## src/hsv_pkg.sv

```systemverilog
// Shared types and constants for the HSV to RGB color converter.
`default_nettype none

package hsv_pkg;

    // Sector of the hue circle, sixths of a full turn.
    localparam int SECTOR_W = 3;
    typedef logic [SECTOR_W-1:0] sector_t;

    localparam sector_t SECTOR_RED_YELLOW    = 3'd0;
    localparam sector_t SECTOR_YELLOW_GREEN  = 3'd1;
    localparam sector_t SECTOR_GREEN_CYAN    = 3'd2;
    localparam sector_t SECTOR_CYAN_BLUE     = 3'd3;
    localparam sector_t SECTOR_BLUE_MAGENTA  = 3'd4;
    localparam sector_t SECTOR_MAGENTA_RED   = 3'd5;

    // Side information that travels with a pixel next to the level pipelines.
    typedef struct packed {
        sector_t sector;
        logic    grey;
    } side_t;

endpackage

`default_nettype wire

```

## src/hsv_sector.sv

```systemverilog
// Hue stage: splits the hue into its sector and the fraction within it.
`default_nettype none

module hsv_sector #(
    parameter int HUE_BITS = 16
) (
    input  wire logic                  aclk,
    input  wire logic                  en,
    input  wire logic [HUE_BITS-1:0]   hue,
    output hsv_pkg::sector_t           sector,
    output logic      [HUE_BITS-1:0]   frac
);

    localparam int H6_W = HUE_BITS + hsv_pkg::SECTOR_W;

    logic [H6_W-1:0]      h6;
    hsv_pkg::sector_t     sector_reg;
    logic [HUE_BITS-1:0]  frac_reg;

    // hue * 6 as two shifted copies; the top three bits are the sector.
    assign h6 = {1'b0, hue, 2'b00} + {2'b00, hue, 1'b0};

    always_ff @(posedge aclk) begin
        if (en) begin
            sector_reg <= h6[H6_W-1:HUE_BITS];
            frac_reg   <= h6[HUE_BITS-1:0];
        end
    end

    assign sector = sector_reg;
    assign frac   = frac_reg;

endmodule

`default_nettype wire

```

## src/hsv_level.sv

```systemverilog
// Level pipeline: brightness * (1 - s*w) rounded to nearest, in three stages.
`default_nettype none

module hsv_level #(
    parameter int HUE_BITS     = 16,
    parameter int CHANNEL_BITS = 8
) (
    input  wire logic                      aclk,
    input  wire logic                      en,
    input  wire logic [CHANNEL_BITS-1:0]   sat,
    input  wire logic [CHANNEL_BITS-1:0]   val,
    input  wire logic [HUE_BITS:0]         weight,
    output logic      [CHANNEL_BITS-1:0]   level
);

    localparam int C    = CHANNEL_BITS;
    localparam int PW   = CHANNEL_BITS + HUE_BITS + 1;
    localparam int DW   = CHANNEL_BITS + HUE_BITS;
    localparam int XW   = 2 * CHANNEL_BITS + HUE_BITS;
    localparam int YW   = 2 * CHANNEL_BITS;
    localparam logic [C-1:0]  MAXV     = {C{1'b1}};
    localparam logic [PW-1:0] ONE_FULL = {1'b0, MAXV, {HUE_BITS{1'b0}}};
    localparam logic [XW-1:0] HALF     = {{(C+1){1'b0}}, MAXV, {(HUE_BITS-1){1'b0}}};

    logic [PW-1:0] prod;
    logic [DW-1:0] diff_next, diff_reg;
    logic [C-1:0]  val_a_reg;
    logic [XW-1:0] scaled;
    logic [YW-1:0] quo_next, quo_reg;
    logic [C-1:0]  hi_part, lo_part;
    logic [C:0]    part_sum;
    logic [C-1:0]  level_next, level_reg;

    // Stage A: numerator of the level, M*2^H - sat*weight, never negative.
    assign prod      = PW'(sat * weight);
    assign diff_next = DW'(ONE_FULL - prod);

    // Stage B: times brightness, plus half the denominator, divided by 2^H.
    assign scaled   = XW'(val_a_reg * diff_reg) + HALF;
    assign quo_next = scaled[XW-1:HUE_BITS];

    // Stage C: divide by M = 2^C - 1. With y = a*2^C + b we have y = a*M + (a+b),
    // and a+b is at most 2*M, so at most two corrections are needed.
    assign hi_part  = quo_reg[YW-1:C];
    assign lo_part  = quo_reg[C-1:0];
    assign part_sum = {1'b0, hi_part} + {1'b0, lo_part};

    always_comb begin
        priority if (part_sum >= {MAXV, 1'b0}) begin
            level_next = hi_part + C'(2);
        end else if (part_sum >= {1'b0, MAXV}) begin
            level_next = hi_part + C'(1);
        end else begin
            level_next = hi_part;
        end
    end

    always_ff @(posedge aclk) begin
        if (en) begin
            diff_reg  <= diff_next;
            val_a_reg <= val;
            quo_reg   <= quo_next;
            level_reg <= level_next;
        end
    end

    assign level = level_reg;

endmodule

`default_nettype wire

```

## src/hsv_to_rgb.sv

```systemverilog
// Five register stages lie between an input transfer and the result on m_* (no
// stall). Throughput: one pixel per clock cycle while m_ready does not hold the output; the whole pipeline
// advances together. Each of the three levels has its own multiply / multiply /
// divide-by-M chain.
// Reset: synchronous, active low aresetn clears every stage valid bit; no other state.
// A stalled result holds the whole pipeline in place, so nothing is lost or repeated.
`default_nettype none

module hsv_to_rgb #(
    parameter int HUE_BITS     = 16,
    parameter int CHANNEL_BITS = 8
) (
    input  wire logic                      aclk,
    input  wire logic                      aresetn,
    // Input channel: one HSV pixel per transfer.
    input  wire logic                      s_valid,
    output logic                           s_ready,
    input  wire logic [HUE_BITS-1:0]       s_hue,
    input  wire logic [CHANNEL_BITS-1:0]   s_saturation,
    input  wire logic [CHANNEL_BITS-1:0]   s_brightness,
    // Result channel: one RGB pixel per transfer.
    output logic                           m_valid,
    input  wire logic                      m_ready,
    output logic      [CHANNEL_BITS-1:0]   m_red,
    output logic      [CHANNEL_BITS-1:0]   m_green,
    output logic      [CHANNEL_BITS-1:0]   m_blue
);

    localparam int C         = CHANNEL_BITS;
    // Stages between the hue stage and the output register, one per level stage.
    localparam int LEV_DEPTH = 3;

    // The pipeline moves when the output register is empty or being drained.
    logic en;

    // Stage 1: sector and fraction, plus the saturation and brightness beside them.
    hsv_pkg::sector_t     sector1;
    logic [HUE_BITS-1:0]  frac1;
    logic [C-1:0]         sat1_reg;
    logic [C-1:0]         val1_reg;
    logic                 valid1_reg;

    // Weights for the three levels: p uses a full turn, q the fraction,
    // t the rest of the sector.
    logic [HUE_BITS:0]    w_p, w_q, w_t;
    logic [C-1:0]         lev_p, lev_q, lev_t;

    // Side pipeline that stays in step with the level pipelines.
    hsv_pkg::side_t       side_next;
    hsv_pkg::side_t       side_reg  [LEV_DEPTH];
    logic [C-1:0]         val_reg   [LEV_DEPTH];
    logic [LEV_DEPTH-1:0] valid_reg;

    // Output register.
    logic                 m_valid_reg;
    logic [C-1:0]         red_next, green_next, blue_next;
    logic [C-1:0]         red_reg, green_reg, blue_reg;
    logic [C-1:0]         v_out;

    assign en      = !m_valid_reg || m_ready;
    assign s_ready = en;

    hsv_sector #(
        .HUE_BITS (HUE_BITS)
    ) u_sector (
        .aclk   (aclk),
        .en     (en),
        .hue    (s_hue),
        .sector (sector1),
        .frac   (frac1)
    );

    always_ff @(posedge aclk) begin
        if (en) begin
            sat1_reg <= s_saturation;
            val1_reg <= s_brightness;
        end
    end

    assign w_p = {1'b1, {HUE_BITS{1'b0}}};
    assign w_q = {1'b0, frac1};
    assign w_t = w_p - {1'b0, frac1};

    hsv_level #(
        .HUE_BITS     (HUE_BITS),
        .CHANNEL_BITS (CHANNEL_BITS)
    ) u_level_p (
        .aclk   (aclk),
        .en     (en),
        .sat    (sat1_reg),
        .val    (val1_reg),
        .weight (w_p),
        .level  (lev_p)
    );

    hsv_level #(
        .HUE_BITS     (HUE_BITS),
        .CHANNEL_BITS (CHANNEL_BITS)
    ) u_level_q (
        .aclk   (aclk),
        .en     (en),
        .sat    (sat1_reg),
        .val    (val1_reg),
        .weight (w_q),
        .level  (lev_q)
    );

    hsv_level #(
        .HUE_BITS     (HUE_BITS),
        .CHANNEL_BITS (CHANNEL_BITS)
    ) u_level_t (
        .aclk   (aclk),
        .en     (en),
        .sat    (sat1_reg),
        .val    (val1_reg),
        .weight (w_t),
        .level  (lev_t)
    );

    // Zero saturation is pure grey and bypasses the levels at the output mux.
    assign side_next.sector = sector1;
    assign side_next.grey   = (sat1_reg == '0);

    always_ff @(posedge aclk) begin
        if (en) begin
            side_reg[0] <= side_next;
            val_reg[0]  <= val1_reg;
            for (int i = 1; i < LEV_DEPTH; i++) begin
                side_reg[i] <= side_reg[i-1];
                val_reg[i]  <= val_reg[i-1];
            end
        end
    end

    // Channel order chosen by the sector of the last level stage.
    assign v_out = val_reg[LEV_DEPTH-1];

    always_comb begin
        red_next   = v_out;
        green_next = v_out;
        blue_next  = v_out;
        if (!side_reg[LEV_DEPTH-1].grey) begin
            unique case (side_reg[LEV_DEPTH-1].sector)
                hsv_pkg::SECTOR_RED_YELLOW: begin
                    red_next = v_out; green_next = lev_t; blue_next = lev_p;
                end
                hsv_pkg::SECTOR_YELLOW_GREEN: begin
                    red_next = lev_q; green_next = v_out; blue_next = lev_p;
                end
                hsv_pkg::SECTOR_GREEN_CYAN: begin
                    red_next = lev_p; green_next = v_out; blue_next = lev_t;
                end
                hsv_pkg::SECTOR_CYAN_BLUE: begin
                    red_next = lev_p; green_next = lev_q; blue_next = v_out;
                end
                hsv_pkg::SECTOR_BLUE_MAGENTA: begin
                    red_next = lev_t; green_next = lev_p; blue_next = v_out;
                end
                default: begin
                    red_next = v_out; green_next = lev_p; blue_next = lev_q;
                end
            endcase
        end
    end

    always_ff @(posedge aclk) begin
        if (en) begin
            red_reg   <= red_next;
            green_reg <= green_next;
            blue_reg  <= blue_next;
        end
    end

    // Valid bits follow the data through every stage.
    always_ff @(posedge aclk) begin
        if (!aresetn) begin
            valid1_reg  <= 1'b0;
            valid_reg   <= '0;
            m_valid_reg <= 1'b0;
        end else if (en) begin
            valid1_reg  <= s_valid;
            valid_reg   <= {valid_reg[LEV_DEPTH-2:0], valid1_reg};
            m_valid_reg <= valid_reg[LEV_DEPTH-1];
        end
    end

    assign m_valid = m_valid_reg;
    assign m_red   = red_reg;
    assign m_green = green_reg;
    assign m_blue  = blue_reg;

    // A grey pixel leaving the last level stage shows up with three equal channels.
    a_grey_out: assert property (@(posedge aclk) disable iff (!aresetn)
        (en && valid_reg[LEV_DEPTH-1] && side_reg[LEV_DEPTH-1].grey)
        |=> (m_red == m_green && m_green == m_blue))
        else $error("grey pixel produced unequal channels");

    // The divide-by-M correction never lets a level exceed the brightness.
    a_level_bound: assert property (@(posedge aclk) disable iff (!aresetn)
        valid_reg[LEV_DEPTH-1]
        |-> (lev_p <= v_out && lev_q <= v_out && lev_t <= v_out))
        else $error("level above brightness");

    // While the output is stalled, the valid bits inside the pipeline hold.
    a_stall_holds: assert property (@(posedge aclk) disable iff (!aresetn)
        !en |=> $stable(valid_reg) && $stable(valid1_reg))
        else $error("pipeline moved during a stall");

endmodule

`default_nettype wire

```

## config.mk

```make
export PLATFORM = sky130hd
export DESIGN_NAME = hsv_to_rgb
export DESIGN_NICKNAME = d
export VERILOG_FILES = /design/src/hsv_pkg.sv /design/src/hsv_sector.sv /design/src/hsv_level.sv /design/src/hsv_to_rgb.sv
export SDC_FILE = /design/constraint.sdc
export NUM_CORES = 2
export LEC_CHECK = 0
export BUFFER_PORTS_ARGS = -buffer_cell sky130_fd_sc_hd__buf_2
export CELL_PAD_IN_SITES_DETAIL_PLACEMENT = 0
export CELL_PAD_IN_SITES_GLOBAL_PLACEMENT = 1
export CORE_ASPECT_RATIO = 1.4
export CORE_UTILIZATION = 45
export DETAILED_ROUTE_END_ITERATION = 8
export GPL_TIMING_DRIVEN = 0
export PLACE_DENSITY = 0.84
export SLEW_MARGIN = 30
export SYNTH_ARGS = -nofsm -noshare
export SYNTH_HDL_FRONTEND = slang
export SYNTH_SLANG_ARGS = --single-unit
```

## constraint.sdc

```tcl
create_clock -name aclk -period 11.4 [get_ports aclk]
set_input_delay 1.14 -clock aclk [delete_from_list [all_inputs] [get_ports aclk]]
set_output_delay 1.14 -clock aclk [all_outputs]
set_load 0.01 [all_outputs]
```

==> results.py <==
metrics = {
    "layout": {
        "syn_to_final_growth_pct": 7.796,
        "postLayoutCellArea_um2": 34080,
        "largest_reg_flops": 23,
        "drive_above_1_share_pct": 4.159,
        "layout.nets": 4179,
        "fin_util_pct": 49.16,
        "final_cell_count_no_fill": 4295,
    },
    "critical_path": {
        "critPathLaunch": "u_sector.frac[2]",
        "required_ns": 11.71,
        "worstSetupStartpointType": "flop",
        "worstPathArrival_ns": 7.20,
        "crit_type": "reg -> reg",
        "end_kind": "flop",
        "cpPeakStageDelay_ns": 0.67,
        "rr_worst_depth": 22,
        "r2r-start": "u_sector.frac[2]",
        "timing.rr.end": "u_level_t.diff_reg[22]",
        "ff2ff_setup_slack_ns": 4.51,
        "path_cells": "clkbuf_1 -> inv_1 -> ha_1 -> nand2_1 -> or3_1 -> xor2_1 -> and2_1 -> fa_1 -> inv_1 -> fa_1 -> fa_1 -> inv_1 -> fa_1 -> inv_1 -> ha_1 -> or2_2 -> a21oi_1 -> a21oi_2 -> a41o_1 -> o21a_1 -> a311o_1 -> xor2_1",
        "crit_path_top_delay_cell": "xor2_1",
        "cp_max_fo": 8,
    },
    "place": {
        "portBuffers": 61,
        "place_area_um2": 33200,
        "dp.final_hpwl_mm": 62.12,
        "dp_cells": 4253,
        "gp_congestion": 0.9492,
    },
    "logic_synthesis": {
        "ys.flop_type": "edfxtp_1",
        "ys_ff_latch": 224,
        "synthAdderAreaFrac_pct": 42.20,
        "synth_top_area_cell": "fa_1",
        "synth_nets": 4086,
        "ys_types": 78,
        "synth_edf_count": 219,
        "synth.top_cell.area_share_pct": 29.06,
        "synth-xor-area-share_pct": 3.851,
        "seq_area_frac_synth_pct": 21.12,
        "yosys-mux-area-fraction_pct": 1.488,
        "synth_area_um2": 31620,
        "yosysMostFrequentCell": "inv_1",
        "synth_area_leaders": "fa_1, edfxtp_1, ha_1",
        "synthCells": 3259,
        "avgSynthCellArea_um2": 9.701,
        "synthTopCellsByCount": "inv_1, fa_1, nand2_1",
        "yosys.area_share.simple_pct": 15.27,
        "yosys_warnings": 0,
        "async_reset_ff_share_pct": 0,
        "synth-compound-area-share_pct": 6.756,
        "synth_top_family_by_area": "adder cells",
    },
    "timing": {
        "finalHoldViolations": 0,
        "final.setup.tns_ns": 0,
        "fin_crit_sh_pct": 60.44,
        "min_period_ns": 6.890,
        "setup_viol": 0,
        "maxSlewViolCount": 0,
        "fmax_mhz": 145.1,
        "rsz0062_at_grt": "no",
        "worst_pin_slew_ns": 0.9911,
        "clock_skew_ns": 0.02691,
        "maxSlewHeadroom_pct": 33.93,
    },
    "clock_network": {
        "cts.sinks": 224,
        "htreeDepth": 1,
        "cts_buffers": 25,
        "cts_setup_buffers": 0,
        "cts_root_buf": "clkbuf_16",
        "cts_tree": "built",
        "cts-hold-fix-buffers": 0,
        "cts_max_path_buffers": 3,
        "insertion_delay_ns": 0.59,
        "ctsResizeCount": 0,
        "cts.clk_slew.worst_paths_ns": 0.06,
    },
    "drt": {
        "routed_wl_mm": 74.12,
        "wl_met3_mm": 2.564,
        "routed_via_density": 5.104,
        "drt_iter0_drc": 911,
        "vias": 21921,
        "routed.top_layer": "met4",
        "drc_errors": 0,
        "wl_met2_mm": 39.01,
        "wl_per_cell_um": 17.26,
        "drt-pass1-iter-count": 5,
        "ant_nets": 0,
        "drt-met1-wl_mm": 27.98,
    },
    "status": {
        "outcome": "finished, final reports clean",
    },
    "die": {
        "core_region_area_um2": 69320,
        "die_y_um": 315.6,
        "io_pins": 62,
        "die_area_um2": 71330,
        "fp.dieW_um": 226.0,
        "rows": 114,
        "initial_core_util_pct": 45.61,
    },
    "worst_hold_path": {
        "worstHoldStart": "val_reg[0][9]",
        "min_to": "val_reg[0][17]",
        "hp-class": "reg -> reg",
        "hold_depth": 0,
    },
    "global_route": {
        "grt_first_pass_wirelength_mm": 119.4,
        "grt_pass1_vias": 23150,
        "grt_max_degree": 51,
        "grt_overflow": 0,
        "grt.total_usage_pct": 21.63,
        "antenna_found_initial": 1,
    },
    "flow_run": {
        "drv_cap": 0,
    },
}
==> worst max-delay path: cells and delay by family (launching register included) <==
family,cells,cell delay [ns]
XOR/XNOR,2,0.84
buffers and inverters,5,0.61
AO/OA/AOI/OAI,5,1.13
flip-flops,1,0.37
AND/OR/NAND/NOR,4,1.09
adder cells (fa/ha/maj),6,2.56
==> metrics by stage <==
stage | setup slack [ns] | hold slack, ns
4_1_cts | 4.570 | 0.4201
6_report | 4.510 | 0.4176
3_3_place_gp | -0.7878 | 0.4014
3_5_place_dp | 4.579 | 0.4045
2_1_floorplan | 2.840 | 0.4003
5_1_grt | 4.239 | 0.4221
==> worst max path at each step <==
stage | to | slack [ns] | depth (start not counted)
4_1_cts | u_level_t.diff_reg[22] | 4.57 | 23
3_5_place_dp | u_level_t.diff_reg[22] | 4.58 | 23
5_1_grt | u_level_t.diff_reg[22] | 4.24 | 22
2_1_floorplan | s_ready | 2.84 | 2
3_3_place_gp | s_ready | -0.79 | 4
6_report | u_level_t.diff_reg[22] | 4.51 | 22
==> logic make-up after synthesis <==
group / after synthesis
adders and majority gates: 791
muxes: 47
xor gates and xnor gates: 139
DFF: 224
AOI/OAI and AO/OA: 314
buffers and inverters: 783
and+or+nand+nor: 961
==> final cells by class <==
cell class / instances / area, um2
Inverter: 677 / 2541
Fill cell: 6602 / 35240
Clock inverter: 15 / 247.7
Antenna cell: 1 / 2.502
Buffer: 106 / 406.6
Multi-Input combinational cell: 2252 / 21990
Sequential cell: 224 / 6676
Clock buffer: 26 / 629.4
Tap cell: 928 / 1161
Timing Repair Buffer: 66 / 420.4
==> metal layers <==
metal / vias up / track usage [%]
met1: 10783 / 23.36
met3: 209 / 1.886
met5: - / 0
li1: 10425 / -
met4: 0 / 12.07
met2: 504 / 41.12
==> placed cells by master, fill, tap and decap left out, drive strengths merged, types with 26 or more instances in the layout <==
cell type,instances
edfxtp,219
and2,342
fa,459
buf,79
a21o,35
inv,680
ha,332
nand2,379
clkbuf,119
a21oi,102
nor2,84
o21ai,52
xor2,44
mux2i,47
nor3,37
nand3,26
xnor2,95
Power is left out: the tool's default activity adds up to more than one toggle a clock period on the data nets, which glitch-free logic cannot reach.
